File: src/rkg_pkg.sv
package rkg_pkg;

    // fixed field widths of the item ports
    localparam int unsigned PRIME_PORT_W = 32;
    localparam int unsigned EXP_W        = 16;
    localparam int unsigned KEY_W        = 64;
    localparam int unsigned STATUS_W     = 2;

    // public exponent search range
    localparam logic [EXP_W-1:0] EXP_FIRST = 16'd3;
    localparam logic [EXP_W-1:0] EXP_LAST  = 16'hFFFF;

    // status codes
    localparam logic [STATUS_W-1:0] STATUS_OK       = 2'd0;
    localparam logic [STATUS_W-1:0] STATUS_BAD_P    = 2'd1;
    localparam logic [STATUS_W-1:0] STATUS_NO_EXP   = 2'd2;

    // operations of the shared shift/add/subtract unit
    typedef enum logic {
        OP_DIV,
        OP_MUL
    } unit_op_t;

    // command from sequencer to the shared unit
    typedef struct packed {
        logic     start;
        unit_op_t op;
    } unit_cmd_t;

    // sequencer states
    typedef enum logic [3:0] {
        ST_IDLE,
        ST_MUL_N,
        ST_WAIT_N,
        ST_MUL_PHI,
        ST_WAIT_PHI,
        ST_GCD_STEP,
        ST_GCD_WAIT,
        ST_INV_STEP,
        ST_INV_WAIT,
        ST_FIN_WAIT,
        ST_DONE
    } state_t;

endpackage

File: src/rkg_unit.sv
module rkg_unit
    import rkg_pkg::*;
#(
    parameter int unsigned DW = 64
) (
    input  logic          clk,
    input  logic          rst_n,
    input  unit_cmd_t     cmd,
    input  logic [DW-1:0] num,
    input  logic [DW-1:0] den,
    input  logic [DW-1:0] coef,
    output logic          done,
    output logic [DW-1:0] rem,
    output logic [DW-1:0] acc
);

    localparam int unsigned CNT_W = $clog2(DW);

    logic             run_reg, run_next;
    logic             done_reg, done_next;
    logic [CNT_W-1:0] cnt_reg, cnt_next;
    unit_op_t         op_reg, op_next;
    logic [DW-1:0]    num_reg, num_next;
    logic [DW-1:0]    den_reg, den_next;
    logic [DW-1:0]    coef_reg, coef_next;
    logic [DW-1:0]    rem_reg, rem_next;
    logic [DW-1:0]    acc_reg, acc_next;

    logic [DW:0]      trial;
    logic [DW:0]      diff;
    logic             fits;
    logic             qbit;

    // one restoring-division step and one horner step of the product
    always_comb
    begin
        trial = {rem_reg, num_reg[DW-1]};
        diff  = trial - {1'b0, den_reg};
        fits  = (trial >= {1'b0, den_reg});
        qbit  = (op_reg == OP_MUL) ? num_reg[DW-1] : fits;

        run_next  = run_reg;
        done_next = 1'b0;
        cnt_next  = cnt_reg;
        op_next   = op_reg;
        num_next  = num_reg;
        den_next  = den_reg;
        coef_next = coef_reg;
        rem_next  = rem_reg;
        acc_next  = acc_reg;

        if (cmd.start)
        begin
            run_next  = 1'b1;
            cnt_next  = '0;
            op_next   = cmd.op;
            num_next  = num;
            den_next  = den;
            coef_next = coef;
            rem_next  = '0;
            acc_next  = '0;
        end
        else if (run_reg)
        begin
            num_next = {num_reg[DW-2:0], 1'b0};
            rem_next = fits ? diff[DW-1:0] : trial[DW-1:0];
            acc_next = {acc_reg[DW-2:0], 1'b0} + (qbit ? coef_reg : '0);
            cnt_next = cnt_reg + 1'b1;
            if (cnt_reg == CNT_W'(DW - 1))
            begin
                run_next  = 1'b0;
                done_next = 1'b1;
            end
        end
    end

    // control registers
    always_ff @(posedge clk or negedge rst_n)
    begin
        if (!rst_n)
        begin
            run_reg  <= 1'b0;
            done_reg <= 1'b0;
            cnt_reg  <= '0;
            op_reg   <= OP_DIV;
        end
        else
        begin
            run_reg  <= run_next;
            done_reg <= done_next;
            cnt_reg  <= cnt_next;
            op_reg   <= op_next;
        end
    end

    // datapath registers
    always_ff @(posedge clk)
    begin
        num_reg  <= num_next;
        den_reg  <= den_next;
        coef_reg <= coef_next;
        rem_reg  <= rem_next;
        acc_reg  <= acc_next;
    end

    assign done = done_reg;
    assign rem  = rem_reg;
    assign acc  = acc_reg;

endmodule

File: src/rsa_key_pair_generator.sv
// flow: two products, then a gcd search and an extended euclid; every product or
// division step runs in the shared divide/multiply unit; each candidate exponent is
// tried in turn, then come a final reduction step and the result state
// a prime below two gives its result in the cycle after the item is accepted
// throughput: one item at a time, busy stays high through the result strobe cycle
// reset clears the sequencer and the shared unit control; no clearing pass
module rsa_key_pair_generator
    import rkg_pkg::*;
#(
    parameter int unsigned PRIME_WIDTH = 32
) (
    input  logic                      clk,
    input  logic                      rst_n,
    input  logic                      start,
    output logic                      busy,
    input  logic [PRIME_PORT_W-1:0]   prime_p,
    input  logic [PRIME_PORT_W-1:0]   prime_q,
    output logic                      result_valid,
    output logic [EXP_W-1:0]          public_exponent,
    output logic [KEY_W-1:0]          private_exponent,
    output logic [KEY_W-1:0]          modulus,
    output logic [STATUS_W-1:0]       status
);

    localparam int unsigned PW = PRIME_WIDTH;
    localparam int unsigned DW = 2 * PRIME_WIDTH;

    state_t             state_reg, state_next;
    logic [PW-1:0]      p_reg, p_next;
    logic [PW-1:0]      q_reg, q_next;
    logic [DW-1:0]      n_reg, n_next;
    logic [DW-1:0]      phi_reg, phi_next;
    logic [EXP_W-1:0]   e_reg, e_next;
    logic [DW-1:0]      r0_reg, r0_next;
    logic [DW-1:0]      r1_reg, r1_next;
    logic [DW-1:0]      c0_reg, c0_next;
    logic [DW-1:0]      c1_reg, c1_next;
    logic               neg0_reg, neg0_next;
    logic               neg1_reg, neg1_next;
    logic [DW-1:0]      d_reg, d_next;
    logic [STATUS_W-1:0] status_reg, status_next;

    logic [PW-1:0]      p_in;
    logic [PW-1:0]      q_in;
    unit_cmd_t          cmd;
    logic [DW-1:0]      u_num;
    logic [DW-1:0]      u_den;
    logic [DW-1:0]      u_coef;
    logic               u_done;
    logic [DW-1:0]      u_rem;
    logic [DW-1:0]      u_acc;

    assign p_in = prime_p[PW-1:0];
    assign q_in = prime_q[PW-1:0];

    // shared divide / multiply unit
    rkg_unit #(
        .DW (DW)
    ) u_unit (
        .clk   (clk),
        .rst_n (rst_n),
        .cmd   (cmd),
        .num   (u_num),
        .den   (u_den),
        .coef  (u_coef),
        .done  (u_done),
        .rem   (u_rem),
        .acc   (u_acc)
    );

    // sequencer
    always_comb
    begin
        state_next  = state_reg;
        p_next      = p_reg;
        q_next      = q_reg;
        n_next      = n_reg;
        phi_next    = phi_reg;
        e_next      = e_reg;
        r0_next     = r0_reg;
        r1_next     = r1_reg;
        c0_next     = c0_reg;
        c1_next     = c1_reg;
        neg0_next   = neg0_reg;
        neg1_next   = neg1_reg;
        d_next      = d_reg;
        status_next = status_reg;

        cmd.start = 1'b0;
        cmd.op    = OP_DIV;
        u_num     = r0_reg;
        u_den     = r1_reg;
        u_coef    = c1_reg;

        unique case (state_reg)
            ST_IDLE:
            begin
                if (start)
                begin
                    p_next = p_in;
                    q_next = q_in;
                    if ((p_in < PW'(2)) || (q_in < PW'(2)))
                    begin
                        n_next      = '0;
                        e_next      = '0;
                        d_next      = '0;
                        status_next = STATUS_BAD_P;
                        state_next  = ST_DONE;
                    end
                    else
                    begin
                        status_next = STATUS_OK;
                        state_next  = ST_MUL_N;
                    end
                end
            end
            ST_MUL_N:
            begin
                cmd.start  = 1'b1;
                cmd.op     = OP_MUL;
                u_num      = DW'(p_reg);
                u_coef     = DW'(q_reg);
                state_next = ST_WAIT_N;
            end
            ST_WAIT_N:
            begin
                if (u_done)
                begin
                    n_next     = u_acc;
                    state_next = ST_MUL_PHI;
                end
            end
            ST_MUL_PHI:
            begin
                cmd.start  = 1'b1;
                cmd.op     = OP_MUL;
                u_num      = DW'(p_reg - 1'b1);
                u_coef     = DW'(q_reg - 1'b1);
                state_next = ST_WAIT_PHI;
            end
            ST_WAIT_PHI:
            begin
                if (u_done)
                begin
                    phi_next   = u_acc;
                    e_next     = EXP_FIRST;
                    r0_next    = DW'(EXP_FIRST);
                    r1_next    = u_acc;
                    state_next = ST_GCD_STEP;
                end
            end
            // euclid gcd of candidate exponent and phi
            ST_GCD_STEP:
            begin
                if (r1_reg == '0)
                begin
                    if (r0_reg == DW'(1))
                    begin
                        r0_next    = phi_reg;
                        r1_next    = DW'(e_reg);
                        c0_next    = '0;
                        c1_next    = DW'(1);
                        neg0_next  = 1'b0;
                        neg1_next  = 1'b0;
                        state_next = ST_INV_STEP;
                    end
                    else if (e_reg == EXP_LAST)
                    begin
                        e_next      = '0;
                        d_next      = '0;
                        status_next = STATUS_NO_EXP;
                        state_next  = ST_DONE;
                    end
                    else
                    begin
                        e_next  = e_reg + 1'b1;
                        r0_next = DW'(e_reg + 1'b1);
                        r1_next = phi_reg;
                    end
                end
                else
                begin
                    cmd.start  = 1'b1;
                    state_next = ST_GCD_WAIT;
                end
            end
            ST_GCD_WAIT:
            begin
                if (u_done)
                begin
                    r0_next    = r1_reg;
                    r1_next    = u_rem;
                    state_next = ST_GCD_STEP;
                end
            end
            // extended euclid, coefficient kept as magnitude with sign
            ST_INV_STEP:
            begin
                if (r1_reg == '0)
                begin
                    if (r0_reg != DW'(1))
                    begin
                        d_next     = '0;
                        state_next = ST_DONE;
                    end
                    else
                    begin
                        cmd.start  = 1'b1;
                        u_num      = c0_reg;
                        u_den      = phi_reg;
                        state_next = ST_FIN_WAIT;
                    end
                end
                else
                begin
                    cmd.start  = 1'b1;
                    state_next = ST_INV_WAIT;
                end
            end
            ST_INV_WAIT:
            begin
                if (u_done)
                begin
                    r0_next    = r1_reg;
                    r1_next    = u_rem;
                    c0_next    = c1_reg;
                    c1_next    = c0_reg + u_acc;
                    neg0_next  = neg1_reg;
                    neg1_next  = !neg1_reg;
                    state_next = ST_INV_STEP;
                end
            end
            // reduce the coefficient into range and apply its sign
            ST_FIN_WAIT:
            begin
                if (u_done)
                begin
                    if (neg0_reg && (u_rem != '0))
                        d_next = phi_reg - u_rem;
                    else
                        d_next = u_rem;
                    state_next = ST_DONE;
                end
            end
            ST_DONE:
            begin
                state_next = ST_IDLE;
            end
            default:
            begin
                state_next = ST_IDLE;
            end
        endcase
    end

    // state register
    always_ff @(posedge clk or negedge rst_n)
    begin
        if (!rst_n)
            state_reg <= ST_IDLE;
        else
            state_reg <= state_next;
    end

    // working registers
    always_ff @(posedge clk)
    begin
        p_reg      <= p_next;
        q_reg      <= q_next;
        n_reg      <= n_next;
        phi_reg    <= phi_next;
        e_reg      <= e_next;
        r0_reg     <= r0_next;
        r1_reg     <= r1_next;
        c0_reg     <= c0_next;
        c1_reg     <= c1_next;
        neg0_reg   <= neg0_next;
        neg1_reg   <= neg1_next;
        d_reg      <= d_next;
        status_reg <= status_next;
    end

    // result ports
    assign busy             = (state_reg != ST_IDLE);
    assign result_valid     = (state_reg == ST_DONE);
    assign public_exponent  = e_reg;
    assign private_exponent = KEY_W'(d_reg);
    assign modulus          = KEY_W'(n_reg);
    assign status           = status_reg;

endmodule

File: config.mk
export PLATFORM = sky130hd
export DESIGN_NAME = rsa_key_pair_generator
export DESIGN_NICKNAME = d
export VERILOG_FILES = /design/src/rkg_pkg.sv /design/src/rkg_unit.sv /design/src/rsa_key_pair_generator.sv
export SDC_FILE = /design/constraint.sdc
export NUM_CORES = 2
export LEC_CHECK = 0
export BUFFER_PORTS_ARGS = -buffer_cell sky130_fd_sc_hd__buf_4
export CORE_MARGIN = 3
export CORE_UTILIZATION = 40
export CTS_BUF_LIST = sky130_fd_sc_hd__clkbuf_4 sky130_fd_sc_hd__clkbuf_8
export DETAILED_ROUTE_END_ITERATION = 8
export SLEW_MARGIN = 5
export SYNTH_ARGS = -nofsm -noshare
export SYNTH_HDL_FRONTEND = slang
export SYNTH_SLANG_ARGS = --single-unit
File: constraint.sdc
create_clock -name clk -period 10.5 [get_ports clk]
set_clock_uncertainty 0.05 [all_clocks]
set_input_delay 0.525 -clock clk [delete_from_list [all_inputs] [get_ports clk]]
set_output_delay 0.525 -clock clk [all_outputs]
set_load 0.1 [all_outputs]
Yosys cells after proc, flatten, opt, wreduce, memory -nomap -nowiden

Index checks and enable logic that the tools add are counted.

Bits in registers: 865
Input port bits: 67
Output and inout port bits: 148

Add/sub/neg operators: 9
Magnitude comparators: 3
Equal/unequal tests: 30
Muxes and demuxes: 87
Reductions and logical operators: 26

Operators by type and width:

| operator                                              | count |
|---|---|
| 2-to-1 mux 64 bit                                     | 34 |
| one-hot mux 64 bit (3 select lines)                   | 3 |
| one-hot mux 64 bit (2 select lines)                   | 4 |
| one-hot mux 64 bit (4 select lines)                   | 1 |
| adder 64 bit                                          | 2 |
| subtractor 64 bit                                     | 2 |
| 2-to-1 mux 16 bit                                     | 6 |
| subtractor 32 x 1 -> 33 bit (second input constant)   | 2 |
| >= comparator 65 x 64 -> 1 bit                        | 1 |
| equality test 64 x 1 -> 1 bit (second input constant) | 1 |
| zero test 64 bit                                      | 1 |
| < comparator 32 x 2 -> 1 bit (second input constant)  | 2 |
| != test 64 x 1 -> 1 bit (second input constant)       | 1 |
| nonzero test 64 bit                                   | 1 |
| one-hot mux 16 bit (3 select lines)                   | 1 |
| 2-to-1 mux 4 bit                                      | 10 |
| one-hot mux 4 bit (9 select lines)                    | 1 |
| adder 16 x 1 -> 17 bit (second input constant)        | 1 |
| adder 16 x 1 -> 16 bit (second input constant)        | 1 |
| equality test 16 bit (second input constant)          | 1 |
| equality test 4 x 3 -> 1 bit (second input constant)  | 4 |
| 2-to-1 mux 1 bit                                      | 16 |
| != test 2 bit (second input constant)                 | 8 |
| equality test 4 bit (second input constant)           | 3 |
| 25 further kinds                                      | 48 |

Logic depth before layout (Yosys ltp)

Depth after elaboration: 5
Gate-level depth with buffers: 28
Mapped depth without buffers: 25

Modules after synthesis

A second synthesis with hierarchy kept.

Cell total of the unflattened synthesis: 5271
Area, all modules: 52467.8 um2

By module, submodules not included:

| module                 | instances | cells an instance | area an instance (um2) | sequential area each (um2) |
|---|---|---|---|---|
| rsa_key_pair_generator | 1         | 3173              | 32287.2                | 16075.4 |
| rkg_unit               | 1         | 2098              | 20180.6                | 8553.2 |

Worst setup path before layout

Ideal clock, no wire load.

Path type: register -> register
Start: register e_reg[0], in the netlist public_exponent[0]
End: register r0_reg[0], enable pin
Setup time: 0.658 ns
Data arrival time: 8.001 ns
Path slack: 1.791 ns
Stages on the path, launching flop included: 7
Path buffers: 0
Clock period less this slack: 8.709 ns
Cells stage by stage: edfxtp_1 ha_1 nand3_1 nor2_1 and2_1 and3_1 a21oi_1

Cells in the longest elaborated chain, start to end: 3

RTL lines:

| item                          | RTL line                      | RTL |
|---|---|---|
| start: declaration            | rsa_key_pair_generator.sv:33  | `logic [EXP_W-1:0] e_reg, e_next;` |
| start signal: assignment      | rsa_key_pair_generator.sv:272 | `e_reg <= e_next;` |
| equality test 16 bit          | rsa_key_pair_generator.sv:167 | `else if (e_reg == EXP_LAST)` |
| != test 3 bit (no line)       | -                             |  |
| AND reduction 5 bit (no line) | -                             |  |
| end signal: assignment        | rsa_key_pair_generator.sv:273 | `r0_reg <= r0_next;` |
| end: declaration              | rsa_key_pair_generator.sv:34  | `logic [DW-1:0] r0_reg, r0_next;` |

No other way between the ends.
A chain may end at the register's enable or synchronous reset.

Worst setup path in the final report

Start: register u_unit.rem_reg[13], in the netlist u_unit.rem[13]
End: register u_unit.acc_reg[63], in the netlist u_unit.acc[63]

Cells in the longest elaborated chain, start to end: 4

RTL lines:

| item                           | RTL line        | RTL |
|---|---|---|
| start: declaration             | rkg_unit.sv:26  | `logic [DW-1:0] rem_reg, rem_next;` |
| start signal: assignment       | rkg_unit.sv:102 | `rem_reg <= rem_next;` |
| >= comparator 65 x 64 -> 1 bit | rkg_unit.sv:39  | `fits = (trial >= {1'b0, den_reg});` |
| 2-to-1 mux 1 bit               | rkg_unit.sv:40  | `qbit = (op_reg == OP_MUL) ? num_reg[DW-1] : fits;` |
| 2-to-1 mux 64 bit              | rkg_unit.sv:67  | `acc_next = {acc_reg[DW-2:0], 1'b0} + (qbit ? coef_reg : '0);` |
| adder 64 bit                   | rkg_unit.sv:67  |  |
| end signal: assignment         | rkg_unit.sv:103 | `acc_reg <= acc_next;` |
| end: declaration               | rkg_unit.sv:27  | `logic [DW-1:0] acc_reg, acc_next;` |

No other way between the ends.

==> impl_summary.txt <==
----------------------------------------------------
[Setup path]
  Kind of capture point of the worst setup path ... register
  Count of cells along the worst register-to-register path ... 25
  Startpoint class of the critical path ... register
  Data arrival time of the worst path ... 8.19 ns
  Crit Path Class ... reg2reg
  Reg2reg end ... u_unit.acc[63]$_SDFFE_PP0P_
  Maximum fanout along the worst path ... 65
  Worst reg2reg startpoint ... u_unit.rem[13]$_SDFFE_PP0P_
  Destination of the critical timing path ... u_unit.acc[63]$_SDFFE_PP0P_
  Worst setup startpoint ... u_unit.rem[13]$_SDFFE_PP0P_
  Crit path required time ... 11.17 ns
  Setup slack of the most critical reg-to-reg path ... 2.98 ns

[Synth]
  Top-area cell type share of the netlist area ... 42.0%
  Flops & latches, synth ... 865
  Cell count after synthesis ... 5352
  Cell type with the largest total area after synthesis ... sky130_fd_sc_hd__edfxtp_1
  Count of cell types in the netlist ... 101
  Sequential area share after synthesis ... 47.5%
  Top flip-flop cell by instance count after synthesis ... sky130_fd_sc_hd__edfxtp_1
  EDFF count, synth ... 724
  Mean Syn Cell Area ... 9.68 um^2
  Post-synthesis net count ... 5679
  Post-synthesis instance area ... 51800 um^2
  Async set or reset register ratio after synthesis ... 1.50%
  Largest cells by area after synthesis ... sky130_fd_sc_hd__edfxtp_1 (42%), sky130_fd_sc_hd__ha_1 (6.2%), sky130_fd_sc_hd__dfxtp_1 (4.9%), sky130_fd_sc_hd__nor2_1 (4.3%), sky130_fd_sc_hd__a21oi_1 (4.2%)
  Yosys Warn Count ... 0

[Final layout]
  Commonest non-fill, non-tap cell in the layout ... sky130_fd_sc_hd__edfxtp_1
  Count of fill cells added during filler insertion ... 12100
  Fraction of layout instances using a drive strength above 1 ... 10.9%
  Number of standard cells in the final layout excluding fillers ... 7406
  Number of nets in the layout ... 5866
  Most frequent cells in the layout ... sky130_fd_sc_hd__edfxtp_1 (724), sky130_fd_sc_hd__nor2_1 (589), sky130_fd_sc_hd__a21oi_1 (431)
  Synthesis-to-finish area growth ... 14.0%

[Drt]
  Average via count per standard cell ... 5.96
  Pre-Repair DR Iteration Count ... 8
  Total wirelength of the detailed-routed design ... 190000 um
  Post-detailed-route wirelength per cell ... 25.7 um
  Count of unresolved DRC violations after routing ... 0
  Number of vias after detailed routing ... 44100
  Iteration-0 DRC Markers ... 4947
  Antenna viol nets, final ... 0

[Pwr]
  Power Density ... 249 nW/um^2
  Static leakage power ... 0.0240 uW
  Max VDD drop ... 0.000226 V

[Worst hold path]
  Number of cells traversed by the worst hold path ... 3
  HP Start ... start
  Worst hold-check path type ... in2reg

[STA]
  Slew @ Worst Pin ... 1.14 ns
  Final worst-path cycle share ... 71.7%
  Worst max-slew margin expressed relative to the limit ... 23.9%
  Final setup margin ... 2.98 ns
  Highest clock rate ... 0.133 GHz
  RSZ-0062 raised after global routing ... false
  Setup_tns ... 0 ns
  Final count of negative-setup-slack endpoints ... 0
  Final hold viol count ... 0
  Number of pins with negative max-slew slack in the final report ... 0
  Time the final worst path needs with I/O delays and setup ... 7.52 ns

[GRT]
  Vias in the first global route ... 42400
  Pin count of the biggest net entering global routing ... 115
  GR Util All Layers ... 27.5%
  Number of antenna violations at the first check in global routing ... 11
  Remaining global-route overflow ... 0
  First-pass GRT wire length ... 279000 um

[Clock network]
  Number of gates given a new drive strength after cts ... 0
  CTS tree ... yes
  Clock insertion delay at the later pin of the skew report ... 0.92 ns
  Total number of clock tree sinks ... 865
  Count of H-tree levels built during CTS ... 4
  Clock slew at reported path FFs ... 0.07 ns
  Buffers from clock root to sink, at most ... 3
  Number of buffers inserted during clock tree synthesis ... 157
  Master cell of the clock root buffer ... sky130_fd_sc_hd__clkbuf_8

[Floorplan]
  Number of rows created at floorplan ... 131
  Horizontal die dimension ... 366 um
  Initial Util ... 40.5%
  Die height ... 366 um
  Die Footprint ... 134000 um^2
  I/O Pins ... 215
  Core ar. ... 128000 um^2

[Placement]
  Routability congestion estimate from global placement ... 0.982
  Cells after DPL ... 7043
  Post-placement setup slack ... 3.10 ns
  Placed wire-length estimate ... 138000 um
  Buffers on Ports ... 214

[Outcome]
  Status ... finished, final reports clean

[Job]
  Max-cap violations ... 0

----------------------------------------------------
## timing repair
item,CTS,global route
hold buffers,66,0
hold endpoints to repair,77,0
setup buffers,0,0
## worst max-delay path, cell delays in order, from the launching register on
cell                        delay [ns]
sky130_fd_sc_hd__dfxtp_1          0.42
sky130_fd_sc_hd__ha_1             0.46
sky130_fd_sc_hd__and3_1           0.34
sky130_fd_sc_hd__nand4_1          0.31
sky130_fd_sc_hd__or4b_1           0.59
sky130_fd_sc_hd__nor4_1           0.33
sky130_fd_sc_hd__nor3_1           0.14
sky130_fd_sc_hd__o41ai_2          0.13
sky130_fd_sc_hd__a21oi_1          0.23
sky130_fd_sc_hd__a21oi_4          0.16
sky130_fd_sc_hd__buf_4            0.46
sky130_fd_sc_hd__and2_1           0.23
sky130_fd_sc_hd__ha_1             0.18
sky130_fd_sc_hd__fa_1             0.25
sky130_fd_sc_hd__a211oi_1         0.12
sky130_fd_sc_hd__o21ai_0          0.24
sky130_fd_sc_hd__and2_1           0.20
sky130_fd_sc_hd__o211ai_1         0.19
sky130_fd_sc_hd__a2111oi_2        0.75
sky130_fd_sc_hd__o21ai_1          0.18
sky130_fd_sc_hd__a21o_1           0.22
sky130_fd_sc_hd__o21ai_0          0.28
sky130_fd_sc_hd__a311oi_1         0.15
sky130_fd_sc_hd__or3_1            0.38
sky130_fd_sc_hd__a31oi_1          0.19
sky130_fd_sc_hd__nor2_1           0.05
## where the power goes
group,switching (uW),internal (uW)
clock,1560,1980
sequential,614,4670
combinational,4180,1700
## worst min-delay path by stage
| stage | slack [ns] | endpoint |
|---|---|---|
| 6_report | 0.09 | status[1]$_SDFFCE_PP1P_ |
| 2_1_floorplan | 0.18 | state_reg[0]$_DFFE_PN0P_ |
| 3_3_place_gp | 0.37 | u_unit.cnt_reg[4]$_DFFE_PN0P_ |
| 4_1_cts | 0.0006 | status[1]$_SDFFCE_PP1P_ |
| 3_5_place_dp | 0.37 | u_unit.cnt_reg[5]$_DFFE_PN0P_ |
| 5_1_grt | 0.05 | status[1]$_SDFFCE_PP1P_ |
## stage by stage
| stage | util, % | hold WS, ns | instance area [um^2] | power, uW |
|---|---|---|---|---|
| after CTS | 46.1 | 0.000616 | 59000 | 14700 |
| after global placement | 42.9 | 0.368 | 54900 | 11100 |
| after floorplan | - | 0.179 | 51800 | 9300 |
| after global routing | 46.1 | 0.0530 | 59000 | 15400 |
| after detailed placement | 42.9 | 0.368 | 54900 | 11100 |
| final | 46.1 | 0.0915 | 59000 | 14700 |
## Yosys cell counts, drive strengths merged, types with 14 or more instances
library cell,instances
inv,255
o31ai,16
nand3,90
o22ai,45
o211ai,32
a22o,52
o21bai,51
and2,147
a211oi,55
nor2,595
o21a,27
or2,15
nor3,86
o21ai,354
nor2b,38
xor2,141
mux2i,73
a21o,233
a21oi,435
nand4,93
dfxtp,128
buf,54
or3,24
xnor2,148
a31oi,34
ha,256
nor4,92
a222oi,48
clkbuf,254
nand2b,34
nand2,402
a21boi,14
edfxtp,724
and3,99
a221oi,37
## layer usage
layer	vias up	wire [um]	global-route usage, %
met4	2	6850	10.2
met5	-	13	0
met3	299	15300	4.59
met1	21700	83200	38.6
li1	20200	-	-
met2	2001	84800	42.6
## layout make-up
| type | instances | area, um^2 | area share, % |
|---|---|---|---|
| multi-input combinational | 3922 | 25100 | 42.6 |
| sequential | 865 | 24600 | 41.7 |
| clock buffer | 218 | 2690 | 4.55 |
| timing repair buffer | 336 | 2690 | 4.55 |
| tap | 1729 | 2160 | 3.66 |
| inverter | 257 | 972 | 1.65 |
| clock inverter | 75 | 733 | 1.24 |
| antenna | 4 | 10.0 | 0.0170 |
## kinds of logic (layout without fill, tap and decap cells)
family | count (synthesis) | after routing | share of synthesized area (%)
muxes | 75 | 75 | 1.45
and+or+nand+nor | 1755 | 1755 | 16.3
xor gates and xnor gates | 289 | 289 | 4.89
other | 0 | 4 | 0
DFF | 865 | 865 | 47.5
AOI/OAI and AO/OA | 1543 | 1543 | 19.3
adders and majority gates | 260 | 260 | 6.34
buffers and inverters | 565 | 886 | 4.19
Power figures use the tool's default switching activity.
